### src/sv/hed_pkg.sv
// ----------------------------------------------------------------------------
// HTML entity decoder package
// Character codes, named entity tables and the burst control struct.
// ----------------------------------------------------------------------------
`default_nettype none

package hed_pkg;

    // Characters that steer the candidate scan
    localparam logic [7:0] CH_AMP   = 8'h26;
    localparam logic [7:0] CH_SEMI  = 8'h3B;
    localparam logic [7:0] CH_SPACE = 8'h20;
    localparam logic [7:0] CH_HASH  = 8'h23;
    localparam logic [7:0] CH_X_LO  = 8'h78;
    localparam logic [7:0] CH_X_UP  = 8'h58;

    // Code point limits
    localparam logic [23:0] CP_MAX     = 24'h10FFFF;
    localparam logic [23:0] CP_SURR_LO = 24'h00D800;
    localparam logic [23:0] CP_SURR_HI = 24'h00DFFF;

    // Body length limits (body = bytes between '&' and ';')
    localparam int DEC_MIN_LEN  = 2;
    localparam int HEX_MIN_LEN  = 3;
    localparam int NUM_MAX_LEN  = 8;
    localparam int NAME_MAX_LEN = 6;
    localparam int NAME_N       = 40;

    // Burst count width, covers windows up to 31 bytes
    localparam int CNT_W = 5;

    typedef struct packed {
        logic [CNT_W-1:0] cnt;
        logic             run_end;
    } t_burst_ctl;

    // Names, right-justified ASCII
    localparam logic [47:0] NAME_STR [NAME_N] = '{
        "amp", "lt", "gt", "quot", "apos", "nbsp", "copy", "reg",
        "trade", "sect", "para", "deg", "plusmn", "times", "divide", "micro",
        "hellip", "mdash", "ndash", "lsquo", "rsquo", "ldquo", "rdquo", "laquo",
        "raquo", "bull", "dagger", "middot", "larr", "uarr", "rarr", "darr",
        "harr", "infin", "ne", "le", "ge", "pi", "check", "cross"
    };

    localparam int NAME_LEN [NAME_N] = '{
        3, 2, 2, 4, 4, 4, 4, 3, 5, 4, 4, 3, 6, 5, 6, 5,
        6, 5, 5, 5, 5, 5, 5, 5, 5, 4, 6, 6, 4, 4, 4, 4,
        4, 5, 2, 2, 2, 2, 5, 5
    };

    // UTF-8 expansion, first byte in the top lane
    localparam logic [23:0] NAME_UTF [NAME_N] = '{
        24'h260000, 24'h3C0000, 24'h3E0000, 24'h220000, 24'h270000, 24'hC2A000,
        24'hC2A900, 24'hC2AE00, 24'hE284A2, 24'hC2A700, 24'hC2B600, 24'hC2B000,
        24'hC2B100, 24'hC39700, 24'hC3B700, 24'hC2B500, 24'hE280A6, 24'hE28094,
        24'hE28093, 24'hE28098, 24'hE28099, 24'hE2809C, 24'hE2809D, 24'hC2AB00,
        24'hC2BB00, 24'hE280A2, 24'hE280A0, 24'hC2B700, 24'hE28690, 24'hE28691,
        24'hE28692, 24'hE28693, 24'hE28694, 24'hE2889E, 24'hE289A0, 24'hE289A4,
        24'hE289A5, 24'hCF8000, 24'hE29C93, 24'hE29C97
    };

    localparam logic [2:0] NAME_ULEN [NAME_N] = '{
        3'd1, 3'd1, 3'd1, 3'd1, 3'd1, 3'd2, 3'd2, 3'd2, 3'd3, 3'd2,
        3'd2, 3'd2, 3'd2, 3'd2, 3'd2, 3'd2, 3'd3, 3'd3, 3'd3, 3'd3,
        3'd3, 3'd3, 3'd3, 3'd2, 3'd2, 3'd3, 3'd3, 3'd2, 3'd3, 3'd3,
        3'd3, 3'd3, 3'd3, 3'd3, 3'd3, 3'd3, 3'd3, 3'd2, 3'd3, 3'd3
    };

    // Character of name t at position pos, zero past its end
    function automatic logic [7:0] name_char(input int t, input logic [2:0] pos);
        int len;
        int sh;
        begin
            len = NAME_LEN[t];
            sh  = 8 * (len - 1 - int'(pos));
            if (int'(pos) >= len) begin
                return 8'h00;
            end
            return NAME_STR[t][sh +: 8];
        end
    endfunction

endpackage

`default_nettype wire

### src/sv/hed_front.sv
// ----------------------------------------------------------------------------
// HTML entity decoder front end
// Accepts bytes, holds the entity candidate, decodes it on the fly and
// pushes one burst descriptor per byte that yields output.
// ----------------------------------------------------------------------------
`default_nettype none

module hed_front #(
    parameter int SCAN_WINDOW = 10
) (
    input  wire logic                          i_clk,
    input  wire logic                          i_rst_n,
    input  wire logic                          i_valid,
    output logic                               o_ready,
    input  wire logic [7:0]                    i_in_byte,
    input  wire logic                          i_text_end,
    input  wire logic                          i_full,
    output logic                               o_push,
    output logic [SCAN_WINDOW-1:0][7:0]        o_bytes,
    output hed_pkg::t_burst_ctl                o_ctl
);

    localparam int HOLD_D = SCAN_WINDOW - 1;
    localparam int CW     = $clog2(SCAN_WINDOW);

    // Candidate window and running decode state
    logic [7:0]              r_held [HOLD_D];
    logic [CW-1:0]           r_count, n_count;
    logic                    r_hash, n_hash;
    logic                    r_hex, n_hex;
    logic                    r_bad, n_bad;
    logic [23:0]             r_cp, n_cp;
    logic [hed_pkg::NAME_N-1:0] r_match, n_match;

    logic                    acc;
    logic                    wr_held;
    logic [CW-1:0]           wr_idx;
    logic                    do_append;
    logic [7:0]              b;
    logic [CW-1:0]           body_len;
    logic [CW-1:0]           pos;
    logic                    is_dig, is_hex;
    logic [3:0]              dig_val, hex_val;

    // Decode result
    logic                    num_ok, name_ok, dec_ok;
    logic [2:0]              dec_n;
    logic [3:0][7:0]         dec_bytes;
    logic [3:0][7:0]         num_bytes;
    logic [2:0]              num_n;
    logic [23:0]             name_utf;
    logic [2:0]              name_n;
    logic                    cp_ok;

    assign o_ready  = !i_full;
    assign acc      = i_valid && o_ready;
    assign b        = i_in_byte;
    assign body_len = r_count - CW'(1);
    assign pos      = r_count - CW'(1);

    // Digit classification
    always_comb begin
        is_dig  = (b >= 8'h30) && (b <= 8'h39);
        dig_val = b[3:0];
        is_hex  = 1'b1;
        hex_val = b[3:0];
        if (is_dig) begin
            hex_val = b[3:0];
        end else if ((b >= 8'h61 && b <= 8'h66) || (b >= 8'h41 && b <= 8'h46)) begin
            hex_val = b[3:0] + 4'd9;
        end else begin
            is_hex = 1'b0;
        end
    end

    // Numeric body: range check and UTF-8 encode
    always_comb begin
        cp_ok = (r_cp <= hed_pkg::CP_MAX) &&
                !((r_cp >= hed_pkg::CP_SURR_LO) && (r_cp <= hed_pkg::CP_SURR_HI));
        num_bytes = '0;
        if (r_cp < 24'h80) begin
            num_n        = 3'd1;
            num_bytes[0] = r_cp[7:0];
        end else if (r_cp < 24'h800) begin
            num_n        = 3'd2;
            num_bytes[0] = {3'b110, r_cp[10:6]};
            num_bytes[1] = {2'b10, r_cp[5:0]};
        end else if (r_cp < 24'h10000) begin
            num_n        = 3'd3;
            num_bytes[0] = {4'b1110, r_cp[15:12]};
            num_bytes[1] = {2'b10, r_cp[11:6]};
            num_bytes[2] = {2'b10, r_cp[5:0]};
        end else begin
            num_n        = 3'd4;
            num_bytes[0] = {5'b11110, r_cp[20:18]};
            num_bytes[1] = {2'b10, r_cp[17:12]};
            num_bytes[2] = {2'b10, r_cp[11:6]};
            num_bytes[3] = {2'b10, r_cp[5:0]};
        end
        if (r_hex) begin
            num_ok = (int'(body_len) >= hed_pkg::HEX_MIN_LEN) &&
                     (int'(body_len) <= hed_pkg::NUM_MAX_LEN) && !r_bad && cp_ok;
        end else begin
            num_ok = (int'(body_len) >= hed_pkg::DEC_MIN_LEN) &&
                     (int'(body_len) <= hed_pkg::NUM_MAX_LEN) && !r_bad && cp_ok;
        end
    end

    // Named body: at most one name matches both prefix and length
    always_comb begin
        name_ok  = 1'b0;
        name_utf = '0;
        name_n   = '0;
        for (int t = 0; t < hed_pkg::NAME_N; t++) begin
            if (r_match[t] && (hed_pkg::NAME_LEN[t] == int'(body_len))) begin
                name_ok  = 1'b1;
                name_utf = name_utf | hed_pkg::NAME_UTF[t];
                name_n   = name_n | hed_pkg::NAME_ULEN[t];
            end
        end
    end

    // Pick the decode outcome
    always_comb begin
        dec_ok    = 1'b0;
        dec_n     = num_n;
        dec_bytes = num_bytes;
        if (body_len != '0) begin
            if (r_hash) begin
                dec_ok = num_ok;
            end else begin
                dec_ok       = name_ok && (int'(body_len) <= hed_pkg::NAME_MAX_LEN);
                dec_n        = name_n;
                dec_bytes[0] = name_utf[23:16];
                dec_bytes[1] = name_utf[15:8];
                dec_bytes[2] = name_utf[7:0];
                dec_bytes[3] = 8'h00;
            end
        end
    end

    // Byte classification and burst build
    always_comb begin
        n_count   = r_count;
        o_push    = 1'b0;
        wr_held   = 1'b0;
        wr_idx    = r_count;
        do_append = 1'b0;
        o_ctl.cnt     = hed_pkg::CNT_W'(r_count) + hed_pkg::CNT_W'(1);
        o_ctl.run_end = i_text_end;
        // Held bytes first, the current byte right after them
        for (int k = 0; k < HOLD_D; k++) begin
            if (k < int'(r_count)) begin
                o_bytes[k] = r_held[k];
            end else begin
                o_bytes[k] = b;
            end
        end
        o_bytes[HOLD_D] = b;
        if (acc) begin
            if (r_count == '0) begin
                if (b == hed_pkg::CH_AMP && !i_text_end) begin
                    wr_held = 1'b1;
                    wr_idx  = '0;
                    n_count = CW'(1);
                end else begin
                    o_push = 1'b1;
                end
            end else if (b == hed_pkg::CH_SEMI) begin
                o_push  = 1'b1;
                n_count = '0;
                if (dec_ok) begin
                    o_ctl.cnt = hed_pkg::CNT_W'(dec_n);
                    for (int k = 0; k < 4; k++) begin
                        o_bytes[k] = dec_bytes[k];
                    end
                end
            end else if (b == hed_pkg::CH_AMP) begin
                o_push = 1'b1;
                if (i_text_end) begin
                    n_count = '0;
                end else begin
                    o_ctl.cnt = hed_pkg::CNT_W'(r_count);
                    wr_held   = 1'b1;
                    wr_idx    = '0;
                    n_count   = CW'(1);
                end
            end else if (b == hed_pkg::CH_SPACE || i_text_end ||
                         int'(r_count) == HOLD_D) begin
                o_push  = 1'b1;
                n_count = '0;
            end else begin
                wr_held   = 1'b1;
                do_append = 1'b1;
                n_count   = r_count + CW'(1);
            end
        end
    end

    // Incremental decode of the appended body byte
    always_comb begin
        n_hash  = r_hash;
        n_hex   = r_hex;
        n_bad   = r_bad;
        n_cp    = r_cp;
        n_match = r_match;
        if (do_append) begin
            for (int t = 0; t < hed_pkg::NAME_N; t++) begin
                n_match[t] = ((pos == '0) || r_match[t]) &&
                             (int'(pos) < hed_pkg::NAME_MAX_LEN) &&
                             (hed_pkg::name_char(t, pos[2:0]) == b);
            end
            if (pos == '0) begin
                n_hash = (b == hed_pkg::CH_HASH);
                n_hex  = 1'b0;
                n_bad  = 1'b0;
                n_cp   = '0;
            end else if (r_hash) begin
                if (pos == CW'(1) && (b == hed_pkg::CH_X_LO || b == hed_pkg::CH_X_UP)) begin
                    n_hex = 1'b1;
                end else if (r_hex) begin
                    if (is_hex) begin
                        n_cp = {r_cp[19:0], hex_val};
                    end else begin
                        n_bad = 1'b1;
                    end
                end else begin
                    if (is_dig) begin
                        n_cp = {r_cp[20:0], 3'b000} + {r_cp[22:0], 1'b0} + 24'(dig_val);
                    end else begin
                        n_bad = 1'b1;
                    end
                end
            end
        end
    end

    // Control registers
    always_ff @(posedge i_clk) begin
        if (!i_rst_n) begin
            r_count <= '0;
        end else begin
            r_count <= n_count;
        end
    end

    // Window and decode payload
    always_ff @(posedge i_clk) begin
        r_hash  <= n_hash;
        r_hex   <= n_hex;
        r_bad   <= n_bad;
        r_cp    <= n_cp;
        r_match <= n_match;
        if (wr_held) begin
            r_held[wr_idx] <= b;
        end
    end

endmodule

`default_nettype wire

### src/sv/hed_queue.sv
// ----------------------------------------------------------------------------
// HTML entity decoder burst queue
// Two-entry queue of burst descriptors between front and drain.
// ----------------------------------------------------------------------------
`default_nettype none

module hed_queue #(
    parameter int SCAN_WINDOW = 10
) (
    input  wire logic                          i_clk,
    input  wire logic                          i_rst_n,
    input  wire logic                          i_push,
    input  wire logic [SCAN_WINDOW-1:0][7:0]   i_bytes,
    input  wire hed_pkg::t_burst_ctl           i_ctl,
    output logic                               o_full,
    input  wire logic                          i_pop,
    output logic                               o_nonempty,
    output logic [SCAN_WINDOW-1:0][7:0]        o_bytes,
    output hed_pkg::t_burst_ctl                o_ctl
);

    logic [SCAN_WINDOW-1:0][7:0] r_bytes [2];
    hed_pkg::t_burst_ctl         r_ctl   [2];
    logic                        r_wr_ptr;
    logic                        r_rd_ptr;
    logic [1:0]                  r_level;

    assign o_full     = (r_level == 2'd2);
    assign o_nonempty = (r_level != 2'd0);
    assign o_bytes    = r_bytes[r_rd_ptr];
    assign o_ctl      = r_ctl[r_rd_ptr];

    // Pointers and fill level
    always_ff @(posedge i_clk) begin
        if (!i_rst_n) begin
            r_wr_ptr <= 1'b0;
            r_rd_ptr <= 1'b0;
            r_level  <= 2'd0;
        end else begin
            if (i_push) begin
                r_wr_ptr <= !r_wr_ptr;
            end
            if (i_pop) begin
                r_rd_ptr <= !r_rd_ptr;
            end
            if (i_push && !i_pop) begin
                r_level <= r_level + 2'd1;
            end else if (i_pop && !i_push) begin
                r_level <= r_level - 2'd1;
            end
        end
    end

    // Entry storage
    always_ff @(posedge i_clk) begin
        if (i_push) begin
            r_bytes[r_wr_ptr] <= i_bytes;
            r_ctl[r_wr_ptr]   <= i_ctl;
        end
    end

endmodule

`default_nettype wire

### src/sv/hed_drain.sv
// ----------------------------------------------------------------------------
// HTML entity decoder drain
// Walks the head burst one byte per transaction and marks its last byte.
// ----------------------------------------------------------------------------
`default_nettype none

module hed_drain #(
    parameter int SCAN_WINDOW = 10
) (
    input  wire logic                          i_clk,
    input  wire logic                          i_rst_n,
    input  wire logic                          i_nonempty,
    input  wire logic [SCAN_WINDOW-1:0][7:0]   i_bytes,
    input  wire hed_pkg::t_burst_ctl           i_ctl,
    output logic                               o_pop,
    output logic                               o_valid,
    input  wire logic                          i_ready,
    output logic [7:0]                         o_out_byte,
    output logic                               o_burst_last,
    output logic                               o_run_end
);

    localparam int IW = $clog2(SCAN_WINDOW);

    logic [IW-1:0] r_idx, n_idx;
    logic          last;

    assign last         = (hed_pkg::CNT_W'(r_idx) + hed_pkg::CNT_W'(1)) == i_ctl.cnt;
    assign o_valid      = i_nonempty;
    assign o_out_byte   = i_bytes[r_idx];
    assign o_burst_last = last;
    assign o_run_end    = last && i_ctl.run_end;
    assign o_pop        = o_valid && i_ready && last;

    // Byte index within the head burst
    always_comb begin
        n_idx = r_idx;
        if (o_valid && i_ready) begin
            n_idx = last ? '0 : r_idx + IW'(1);
        end
    end

    always_ff @(posedge i_clk) begin
        if (!i_rst_n) begin
            r_idx <= '0;
        end else begin
            r_idx <= n_idx;
        end
    end

endmodule

`default_nettype wire

### src/sv/html_entity_to_utf8_decoder_top.sv
// ----------------------------------------------------------------------------
// HTML entity to UTF-8 decoder
// Streams text bytes, replaces well-formed entities by UTF-8, passes the rest.
// ----------------------------------------------------------------------------
//  channel   direction  handshake           payload
//  input     in         i_valid / o_ready   i_in_byte, i_text_end
//  output    out        o_valid / i_ready   o_out_byte, o_burst_last, o_run_end
//
//  One input byte is taken per cycle while the burst queue has room.
//  The drain sends one result byte per output transaction, so sustained
//  input rate follows the output burst size. The first result byte of a
//  burst is registered in the burst queue before it shows at the output.
//  Synchronous active-low reset clears the window count, queue and drain.
//  Either side may stall; the two-entry queue decouples them.
// ----------------------------------------------------------------------------
`default_nettype none

module html_entity_to_utf8_decoder_top #(
    parameter int SCAN_WINDOW = 10
) (
    input  wire logic       i_clk,
    input  wire logic       i_rst_n,
    input  wire logic       i_valid,
    output logic            o_ready,
    input  wire logic [7:0] i_in_byte,
    input  wire logic       i_text_end,
    output logic            o_valid,
    input  wire logic       i_ready,
    output logic [7:0]      o_out_byte,
    output logic            o_burst_last,
    output logic            o_run_end
);

    logic                        full;
    logic                        push;
    logic                        pop;
    logic                        nonempty;
    logic [SCAN_WINDOW-1:0][7:0] f_bytes;
    logic [SCAN_WINDOW-1:0][7:0] q_bytes;
    hed_pkg::t_burst_ctl         f_ctl;
    hed_pkg::t_burst_ctl         q_ctl;

    hed_front #(.SCAN_WINDOW(SCAN_WINDOW)) u_front (
        .i_clk      (i_clk),
        .i_rst_n    (i_rst_n),
        .i_valid    (i_valid),
        .o_ready    (o_ready),
        .i_in_byte  (i_in_byte),
        .i_text_end (i_text_end),
        .i_full     (full),
        .o_push     (push),
        .o_bytes    (f_bytes),
        .o_ctl      (f_ctl)
    );

    hed_queue #(.SCAN_WINDOW(SCAN_WINDOW)) u_queue (
        .i_clk      (i_clk),
        .i_rst_n    (i_rst_n),
        .i_push     (push),
        .i_bytes    (f_bytes),
        .i_ctl      (f_ctl),
        .o_full     (full),
        .i_pop      (pop),
        .o_nonempty (nonempty),
        .o_bytes    (q_bytes),
        .o_ctl      (q_ctl)
    );

    hed_drain #(.SCAN_WINDOW(SCAN_WINDOW)) u_drain (
        .i_clk        (i_clk),
        .i_rst_n      (i_rst_n),
        .i_nonempty   (nonempty),
        .i_bytes      (q_bytes),
        .i_ctl        (q_ctl),
        .o_pop        (pop),
        .o_valid      (o_valid),
        .i_ready      (i_ready),
        .o_out_byte   (o_out_byte),
        .o_burst_last (o_burst_last),
        .o_run_end    (o_run_end)
    );

endmodule

`default_nettype wire

### config.mk
export PLATFORM = sky130hd
export DESIGN_NAME = html_entity_to_utf8_decoder_top
export DESIGN_NICKNAME = d
export VERILOG_FILES = /design/src/sv/hed_pkg.sv /design/src/sv/hed_front.sv /design/src/sv/hed_queue.sv /design/src/sv/hed_drain.sv /design/src/sv/html_entity_to_utf8_decoder_top.sv
export SDC_FILE = /design/constraint.sdc
export NUM_CORES = 1
export LEC_CHECK = 0
export BUFFER_PORTS_ARGS = -buffer_cell sky130_fd_sc_hd__buf_2
export CAP_MARGIN = 15
export CORE_AREA = 2 2 222 224
export DETAILED_ROUTE_END_ITERATION = 6
export DIE_AREA = 0 0 224 226
export PLACE_DENSITY_LB_ADDON = 0.2
export SLEW_MARGIN = 40
export SYNTH_ARGS = -nofsm -noshare
export SYNTH_HDL_FRONTEND = slang
export SYNTH_SLANG_ARGS = --single-unit
### constraint.sdc
create_clock -name i_clk -period 7.5 [get_ports i_clk]
set_clock_uncertainty 0.1 [all_clocks]
set_input_delay 1.125 -clock i_clk [delete_from_list [all_inputs] [get_ports i_clk]]
set_output_delay 1.125 -clock i_clk [all_outputs]
set_load 0.01 [all_outputs]
After elaboration in Yosys (flattened, before gate mapping)
Memories as Yosys holds them, arrays and structs flattened. A register that Yosys moved wholly into a read port is not among the register bits. Cells that the tools add are included.

Register bits after elaboration: 79. RAM bits: 244. Input bits: 13. Output and inout bits: 12. Word-level logic and storage cells: 834. Memories: 3.

Memory list: u_queue.r_bytes (depth 2, width 80, rd ports 1, clocked after Yosys merged registers in 1, wr ports 1, RTL line hed_queue.sv:22) `logic [SCAN_WINDOW-1:0][7:0] r_bytes [2];`; u_front.r_held (depth 9, width 8, rd ports 9, clocked after Yosys merged registers in 0, wr ports 1, RTL line hed_front.sv:27) `logic [7:0] r_held [HOLD_D];`; u_queue.r_ctl (depth 2, width 6, rd ports 1, clocked after Yosys merged registers in 1, wr ports 1, RTL line hed_queue.sv:23) `hed_pkg::t_burst_ctl r_ctl [2];`.

$add $sub $neg: 15. $lt $le $gt $ge: 32. Equality and inequality tests: 67. Shifts and indexed selects: 40. Muxes and demuxes: 466. Reductions and logical operators: 201.

Operators by type and width (number): $shiftx 48x32->8 const A (40); $mux 24 (64); $mux 8 (104); $mux 32 (13); $eq 8x8->1 (40); $mux 4 (43); $mux 1 (163); $logic_and 1x1->1 (140); $mux 22 (6); $mux 5 (19); $mux 2 (40); $mux 16 (4); $logic_or 1x1->1 (44); $bmux 8 s4 (1); $eq 8x6->1 const B (4); $mux 3 (9); $add 24x24->24 (1); $add 24x4->24 (1); $ge 24x16->1 const B (1); $le 24x16->1 const B (1); $le 24x21->1 const B (1); $lt 24x12->1 const B (1); $lt 24x17->1 const B (1); $lt 24x8->1 const B (1); other kinds (45) (79).

Depth between registers and ports, before layout
Gate-level depths: netlist of the first run.

Word-level depth: 57. Mapped depth: 19.

By module
From an unflattened synthesis of the first run, not the netlist that was laid out.

Cell total of the unflattened synthesis: 1745. Area, all modules: 19776.5 um^2.

Modules (own cells, without submodules): hed_front (times used 1, cells an instance 1362, area an instance 12174.2 um^2); hed_queue (times used 1, cells an instance 290, area an instance 6628.9 um^2); hed_drain (times used 1, cells an instance 93, area an instance 973.4 um^2).

Least setup slack after synthesis of the first run
OpenSTA, ideal clock, no wires.

Path kind: in2reg. Start point: in i_in_byte[0]. End point: mem u_queue.r_bytes[0][0] in the netlist's numbering (enable). Library setup time: 533 ps. Data arrival time: 6196 ps. Data required time: 6867 ps. Slack: 671 ps. Stages on the path: 9. Buffers on the path: 1. Cell sequence: inv_1 -> buf_1 -> ha_1 -> nor4b_1 -> a221o_1 -> nor2_1 -> nand2_1 -> o21ai_1 -> nor2_1.

Longest elaborated chain between the ends: 20. Elaborated cells on any way between the ends: 26.

Ends and longest elaborated chain: from (decl) (RTL line html_entity_to_utf8_decoder_top.sv:25) `input wire logic [7:0] i_in_byte,`; $eq 8x6->1 (RTL line hed_front.sv:188) `end else if (b == hed_pkg::CH_SPACE || i_text_end ||`; $logic_or 1x1->1 (2 in a row) (RTL line hed_front.sv:188); $mux 1 (RTL line hed_front.sv:188); $mux 1 (RTL line hed_front.sv:178) `end else if (b == hed_pkg::CH_AMP) begin`; $mux 1 (RTL line hed_front.sv:169) `end else if (b == hed_pkg::CH_SEMI) begin`; $mux 1 (RTL line hed_front.sv:161) `if (r_count == '0) begin`; $mux 1 (RTL line hed_front.sv:160) `if (acc) begin`; $mux 1 (RTL line hed_front.sv:178); (+2 left out); $mux 1 (RTL line hed_front.sv:160); $mux 1 (RTL line hed_front.sv:169); $mux 1 (RTL line hed_front.sv:161); $mux 1 (RTL line hed_front.sv:160); $mux 1 (*) (RTL line hed_front.sv:161); $mux 1 (*) (2 in a row) (RTL line hed_front.sv:160); $mux 1 (*) (RTL line hed_queue.sv:56) `if (i_push) begin`; $mux 1 (not written as such) (*) (RTL line hed_queue.sv:57) `r_bytes[r_wr_ptr] <= i_bytes;`; to (decl) (RTL line hed_queue.sv:22).

Mark *: on every way between the ends. The rest lies on a longest branch, timed or not. The select of a mux whose other input is x is not followed.

Final worst setup path of the first run
Start point: reg u_front.r_count[1]. End point: reg u_front.r_match[22] in the netlist's numbering (data pin).

Longest elaborated chain between the ends: 8. Elaborated cells on any way between the ends: 14.

Ends and longest elaborated chain: from (decl) (RTL line hed_front.sv:28) `logic [CW-1:0] r_count, n_count;`; from (signal assigned) (RTL line hed_front.sv:243) `r_count <= n_count;`; $sub 4x1->4 (*) (RTL line hed_front.sv:59) `assign pos = r_count - CW'(1);`; branches (longest 6 deep; another with $sub 3x3->4); $logic_and 1x1->1 (*) (RTL line hed_front.sv:210) `(int'(pos) < hed_pkg::NAME_MAX_LEN) &&`; to (signal assigned) (RTL line hed_front.sv:253) `r_match <= n_match;`; to (decl) (RTL line hed_front.sv:33) `logic [hed_pkg::NAME_N-1:0] r_match, n_match;`.

Mark *: on every way between the ends. The select of a mux whose other input is x is not followed. A chain may end at the register's enable or synchronous reset.

==> impl_metrics.py, run 1 <==
metrics = {
    "synthesis": {
        "synth_top_family_by_area": "simple AND/OR/NAND/NOR gates",
        "synth_edf_count": 311,
        "synth_compound_area_share_pct": 14.36,
        "synth_warnings": 0,
        "synth-simple-area-share_pct": 14.52,
        "yosysSeqAreaShare_pct": 50.09,
        "ys.flop_type": "edfxtp_1",
        "ys_ff_latch": 324,
        "ys_async_sr_fraction_pct": 0,
        "synth.distinct_cells": 85,
        "synth_cells": 1770,
        "synth_xor_xnor_area_share_pct": 4.022,
        "synth_fa_ha_area_share_pct": 4.323,
        "syn_avg_cell_area_um2": 10.83,
        "synth_mux_area_share_pct": 9.598,
        "syn-cell-area_um2": 19160,
        "synth_fp_nets": 1848,
    },
    "layout": {
        "multiInputGateArea_um2": 9080,
        "antenna_cells": 0,
        "fillers": 4528,
        "seq_area_um2": 9605,
        "area_growth_pct": 10.38,
        "final_common_cell": "edfxtp_1",
        "finalNetCount": 1825,
        "drive_gt1_share_pct": 13.64,
        "final_cell_mix": "edfxtp_1, nand2_1, nor2_1, a21oi_1, o21ai_0",
    },
    "sta": {
        "finalHoldViolCount": 0,
        "timing.fmax_ghz": 0.1895,
        "rsz0062_at_grt": "no",
        "setup_viol": 0,
        "slew_headroom_pct": 45.08,
        "worst_slack_ns": 2.223,
        "final.period_utilization_pct": 70.37,
        "finalSetupTns_ns": 0,
        "worst_slew_pin_slew_ns": 0.8009,
        "drv_slew": 0,
        "min_period_ns": 5.277,
    },
    "routing": {
        "via_count": 14640,
        "wl_per_cell_um": 24.56,
        "viasPerCell": 6.111,
        "dr.pass1.iters": 6,
        "drc": 0,
        "drt_iter0_drc": 1474,
        "totalWireLength_mm": 58.86,
        "antenna_left": 0,
    },
    "clocking": {
        "cts_resized": 0,
        "cts.root.buffer_cell": "clkbuf_16",
        "hold_buffers": 0,
        "insertion_delay_ns": 0.56,
        "cts_max_level": 2,
        "cts_num_sinks": 324,
        "post-cts-setup-buffers": 0,
        "cts_tree": "built",
        "cts_made_buffers": 37,
        "cts.reportedPaths.clkPinSlew_ns": 0.06,
        "cts_buffer_depth": 3,
    },
    "setup_path": {
        "path_delay_family": "simple AND/OR/NAND/NOR gates",
        "critPathRequiredTime_ns": 7.77,
        "worstSetupStartpointType": "flop",
        "critPathKind": "flop to flop",
        "path_cells": "inv_1 > ha_1 > clkinv_1 > ha_1 > buf_4 > ha_1 > inv_1 > o221ai_1 > nor2_1 > o21ai_1 > and2_1 > xnor2_1 > or3_1 > nor4_1",
        "cp_max_fo": 34,
        "ff2ff_path_depth": 14,
        "end_kind": "flop",
        "worstPathArrival_ns": 5.54,
        "crit_path_max_incr_delay_ns": 0.85,
        "critPathBufInv": 4,
        "cpMostUsedCell": "ha_1",
        "critPathSlowestCell": "dfxtp_1",
        "path_depth": 14,
    },
    "power_and_ir_drop": {
        "p_clk_share_pct": 41.8,
        "p_per_area_nw_per_um2": 198.3,
        "comb_power_share_pct": 8.8,
        "ir_drop_mv": 0.1511,
        "leakagePower_uw": 0.006903,
        "p_seq_share_pct": 49.3,
        "p_switching_uw": 1000,
        "p_sw_share_pct": 23.84,
        "p_int_uw": 3195,
    },
    "die": {
        "die_h_um": 226,
        "fp.coreArea_um2": 48340,
        "die_w_um": 224,
        "die_area_um2": 50620,
        "rows": 81,
        "io-pin-count": 25,
        "start_util_pct": 39.64,
    },
    "global_routing": {
        "grt_pass1_wl_mm": 88.76,
        "grt_use_total_pct": 23.31,
        "antenna_found_initial": 1,
        "grt_overflow": 0,
        "grt_pass1_vias": 14000,
        "grt_max_degree": 63,
    },
    "job": {
        "max-cap-violations": 0,
    },
    "placement": {
        "place_ws_ns": 2.307,
        "gp_congestion": 0.9178,
        "dpl.hpwl_mm": 40.03,
        "port_buffers": 24,
    },
    "min_path": {
        "hold_depth": 2,
        "hp-class": "flop to flop",
    },
    "status": {
        "status": "completed",
    },
}
## routing by layer
metal | track usage (%) | up-vias | share of wire [%]
met3 | 4.124 | 125 | 6.7
met4 | 9.247 | 0 | 3.8
met1 | 32.11 | 7271 | 44
li1 | - | 6679 | -
met2 | 36.56 | 567 | 45
met5 | 0 | - | 0
## synth_stat cells (all sizes together) (5+ instances only)
cell type  number  share of area, %
edfxtp        311                49
nand2         175               3.4
nor2          162               3.2
o21ai         120               3.2
a21oi         118               3.1
clkbuf         86               1.7
xnor2          66               3.0
ha             63               4.1
nor3           63               1.7
mux2i          51               2.7
nand3          47               1.2
buf            41              0.97
mux4           40               4.7
mux2           38               2.2
nor4           23              0.86
a31oi          22              0.72
o211ai         22              0.86
xor2           22               1.0
a211oi         20              0.85
inv            19              0.37
nor2b          19              0.62
o22ai          19              0.62
and3           18              0.59
and2           15              0.49
dfxtp          13               1.4
or3            12              0.40
a21o           11              0.43
nand4          11              0.39
a2111oi         9              0.54
a32oi           9              0.41
nand2b          9              0.29
o31ai           9              0.35
a22oi           8              0.31
o221ai          8              0.37
or2             8              0.26
nor3b           7              0.30
o2111ai         6              0.27
o21a            6              0.24
nor4b           5              0.23
## flip-flops by register name, summed over array words and instances, names as in the netlist, named ones only
register / count
u_front.r_match: 40
u_queue.r_level: 2
u_front.r_bad: 1
u_front.r_hex: 1
u_front.r_hash: 1
u_queue.r_wr_ptr: 1
u_queue.r_bytes: 160
u_front.r_held: 72
u_drain.r_idx: 4
u_queue.r_ctl: 12
u_front.r_cp: 24
u_front.r_count: 4
u_queue.r_rd_ptr: 1
## worst min-delay path: cells and delay by family (launching register included)
kind | cells | cell delay [ns]
flops | 1 | 0.32
compound gates | 1 | 0.05
simple gates | 1 | 0.08
## logic make-up after synthesis
family          count (synthesis)
simple gates                  585
xor+xnor                       88
compound gates                430
fa+ha+maj                      65
buf+inv                       149
flops                         324
mux                           129
## stage by stage
| step | hold WS, ns | utilization [%] | instances | total power, uW | instance area (um^2) |
|---|---|---|---|---|---|
| after global routing | 0.4748 | 43.75 | 2396 | 4327 | 21150 |
| after detailed placement | 0.4377 | 41.32 | 2329 | 2480 | 19970 |
| after CTS | 0.4509 | 43.69 | 2395 | 4231 | 21120 |
| after floorplan | 0.4188 | - | 1770 | 2344 | 19160 |
| after global placement | 0.4400 | 41.14 | 2326 | 2470 | 19890 |
| final | 0.4564 | 43.75 | 2396 | 4195 | 21150 |
## final cells by class
type                            count  area share (%)
Sequential cell                   324           45.41
Multi-Input combinational cell   1297           42.93
Clock buffer                       50           4.709
Tap cell                          622           3.679
Timing Repair Buffer               65           2.153
Clock inverter                     16          0.7276
Inverter                           22          0.3904
## worst paths after layout
check	end	start	slack, ns
worst max-delay path	u_front.r_match[22]	u_front.r_count[1]	2.22
worst min-delay path	u_queue.r_bytes[0][24]	u_front.r_held[3][0]	0.46
worst max register to register	u_front.r_match[22]	u_front.r_count[1]	2.22
worst min register to register	u_queue.r_bytes[0][24]	u_front.r_held[3][0]	0.46
## power by group through the flow
stage | Clock [uW] | Sequential (uW) | Combinational (uW)
finish | 1760 | 2070 | 370
global route | 1850 | 2070 | 398
CTS | 1790 | 2070 | 372
detailed placement | 0 | 2110 | 371
global placement | 0 | 2110 | 364
floorplan | 0 | 2110 | 237
Note: power is estimated with default switching activity, not from simulation.
==> inputs of run 2 (changes only) <==
--- a/config.mk
+++ b/config.mk
@@ -5,11 +5,12 @@
 export SDC_FILE = /design/constraint.sdc
 export NUM_CORES = 1
 export LEC_CHECK = 0
+export ABC_AREA = 1
 export BUFFER_PORTS_ARGS = -buffer_cell sky130_fd_sc_hd__buf_2
 export CAP_MARGIN = 15
-export CORE_AREA = 2 2 222 224
+export CORE_AREA = 2 2 224 226
 export DETAILED_ROUTE_END_ITERATION = 6
-export DIE_AREA = 0 0 224 226
+export DIE_AREA = 0 0 226 228
 export PLACE_DENSITY_LB_ADDON = 0.2
 export SLEW_MARGIN = 40
 export SYNTH_ARGS = -nofsm -noshare
==> constraint.sdc (replaced) <==
create_clock -name i_clk -period 4.9 [get_ports i_clk]
set_clock_uncertainty 0.1 [all_clocks]
set_input_delay 0.735 -clock i_clk [delete_from_list [all_inputs] [get_ports i_clk]]
set_output_delay 0.735 -clock i_clk [all_outputs]
set_load 0.01 [all_outputs]
==> run 2 against run 1 <==
Net effect:
- clock power increased by 76%
- sequential power increased by 56%
- global-route usage increased by 2.3 points
- worst setup slack got worse by 1.7 ns
- highest routed layer unchanged
==> impl_metrics.py, run 2 <==
metrics = {
    "layout": {
        "fillers": 4837,
        "multiInputGateArea_um2": 8578,
        "drive_gt1_share_pct": 9.174,
        "fin_util_pct": 44.23,
        "largest_reg_flops": 160,
        "final_area_um2": 21830,
        "seq_area_um2": 9600,
        "finalNetCount": 2336,
        "final_common_cell": "nand2_1",
        "layout.cells.non_filler": 2961,
        "top_regs": "u_queue.r_bytes (160), u_front.r_held (72), u_front.r_match (40)",
        "top_register": "u_queue.r_bytes",
        "antenna_cells": 0,
        "area_growth_pct": 12.34,
        "final_cell_mix": "nand2_1, edfxtp_1, nor2_1, o21ai_0, inv_1",
    },
    "clocking": {
        "cts_num_sinks": 324,
        "insertion_delay_ns": 0.57,
        "cts.root.buffer_cell": "clkbuf_16",
        "cts_buffer_depth": 3,
        "cts_max_level": 2,
        "cts_made_buffers": 39,
        "cts.reportedPaths.clkPinSlew_ns": 0.06,
        "cts_tree": "built",
    },
    "synthesis": {
        "syn_avg_cell_area_um2": 8.670,
        "syn-cell-area_um2": 19430,
        "synth_fp_nets": 2319,
        "synth_cells": 2241,
        "synth.distinct_cells": 59,
        "ys_ff_latch": 324,
        "synth_edf_count": 311,
        "synth_top_cell_by_area": "edfxtp_1",
        "ys_async_sr_fraction_pct": 0,
        "synthTopCellsByCount": "nand2_1, edfxtp_1, nor2_1",
        "synth.top_cells.by_area": "edfxtp_1, nand2_1, o21ai_0",
        "synth.most_common_cell": "nand2_1",
        "ys.flop_type": "edfxtp_1",
        "yosysSeqAreaShare_pct": 49.40,
        "netlist.area_leader.share_pct": 48.06,
        "synth_warnings": 0,
    },
    "sta": {
        "drv_slew": 0,
        "holdWs_ns": 0.3026,
        "final.period_utilization_pct": 90.12,
        "min_period_ns": 4.416,
        "setup_viol": 0,
        "finalHoldViolCount": 0,
        "worst_slew_pin_slew_ns": 0.8718,
        "slew_headroom_pct": 40.38,
        "timing.fmax_ghz": 0.2265,
        "rsz0062_at_grt": "no",
    },
    "die": {
        "die_w_um": 226,
        "die_h_um": 228,
        "start_util_pct": 39.37,
        "die_area_um2": 51530,
        "rows": 82,
        "fp.coreArea_um2": 49350,
        "io-pin-count": 25,
    },
    "placement": {
        "place_area_um2": 20460,
        "port_buffers": 24,
        "dp_cells": 2889,
        "dpl.hpwl_mm": 45.72,
        "gp_congestion": 0.9462,
    },
    "setup_path": {
        "worstPathArrival_ns": 4.59,
        "crit_path_start": "u_front.r_count[1]",
        "critPathCapture": "u_queue.r_bytes[0][9]",
        "ff2ff_path_depth": 19,
        "critPathKind": "flop to flop",
        "reg2reg_from": "u_front.r_count[1]",
        "worstSetupStartpointType": "flop",
        "r2r_end": "u_queue.r_bytes[0][9]",
        "critPathRequiredTime_ns": 5.08,
        "reg2reg_slack_ns": 0.48,
        "cp_max_fo": 27,
        "end_kind": "flop",
    },
    "routing": {
        "dr.pass1.iters": 6,
        "drc": 0,
        "drt_iter0_drc": 1721,
        "wl_per_cell_um": 22.27,
        "totalWireLength_mm": 65.93,
        "viasPerCell": 5.629,
        "via_count": 16670,
        "antenna_left": 0,
    },
    "power_and_ir_drop": {
        "ir_drop_mv": 0.2143,
        "leakagePower_uw": 0.008454,
        "finalPower_uw": 7098,
        "p_per_area_nw_per_um2": 325.2,
    },
    "status": {
        "status": "completed",
    },
    "global_routing": {
        "grt_pass1_wl_mm": 100.4,
        "antenna_found_initial": 0,
        "grt_pass1_vias": 16230,
        "grt_use_total_pct": 25.63,
        "grt_max_degree": 87,
        "grt_overflow": 0,
    },
    "min_path": {
        "hp-class": "input pin to flop",
    },
    "job": {
        "max-cap-violations": 0,
    },
}
## run 2: logic make-up after synthesis
kind of cell	share of synthesized area, %
AO/OA/AOI/OAI	16.75
XOR/XNOR	3.606
adder cells (fa/ha/maj)	4.263
buffers and inverters	6.633
flip-flops	49.40
multiplexers	0.05152
AND/OR/NAND/NOR	19.29
## run 2: repair_timing
action                                  4_1_cts  5_1_grt
endpoints found under the setup margin        0        8
hold buffers                                  0        0
hold endpoints to repair                      0        0
buffers inserted                              0        0
resized for setup                             0        1
## run 2: layout make-up
| type | count | share of cell area, % |
|---|---|---|
| clock inverters | 28 | 1.720 |
| inverters | 223 | 3.846 |
| multi-input cells | 1586 | 39.30 |
| repair buffers | 84 | 2.746 |
| clock buffers | 44 | 4.557 |
| flip-flops and latches | 324 | 43.98 |
| well taps | 672 | 3.852 |
## run 2: metal layers
| layer | GRT usage (%) | part of all wire [%] | wire [um] |
|---|---|---|---|
| met5 | 0 | 0 | 0 |
| met4 | 9.375 | 3.4 | 2270 |
| met3 | 3.928 | 7.0 | 4601 |
| met2 | 41.64 | 47 | 30770 |
| met1 | 34.60 | 43 | 28290 |
## run 2: stage by stage
step	setup TNS, ns	setup slack (ns)
after floorplan	-59.95	-0.3567
after global placement	0	0.5532
after detailed placement	0	0.3499
after CTS	0	0.3342
after global routing	0	0.1738
final	0	0.4842
## run 2: worst min path at each step
stage,startpoint,end,cells past startpoint
5_1_grt,i_ready,u_drain.r_idx[2],2
3_5_place_dp,u_queue.r_rd_ptr,flop,1
4_1_cts,i_ready,u_drain.r_idx[2],2
2_1_floorplan,u_queue.r_rd_ptr,flop,1
3_3_place_gp,u_queue.r_rd_ptr,flop,1
6_report,i_ready,u_drain.r_idx[2],2
## run 2: power breakdown
group / internal [uW] / switching, uW / leakage, uW / total [uW]
clock network: 1900 / 1200 / 0.000673 / 3100
logic: 232 / 553 / 0.00489 / 785
registers: 3170 / 46.6 / 0.00289 / 3220
total: 5300 / 1800 / 0.00845 / 7100
## run 2: worst max-delay path: stages (launching register included)
cell and delay (ns):
dfxtp_1 0.56, inv_1 0.20, ha_1 0.25, inv_1 0.16
ha_2 0.41, inv_1 0.19, nand3_2 0.15, inv_2 0.05
nand2_2 0.07, buf_4 0.33, inv_2 0.06, nor2_1 0.12
nand2_1 0.06, nand2_1 0.07, buf_4 0.21, inv_1 0.09
a21oi_4 0.19, nand3_2 0.48, nor2_1 0.28, a21oi_1 0.08
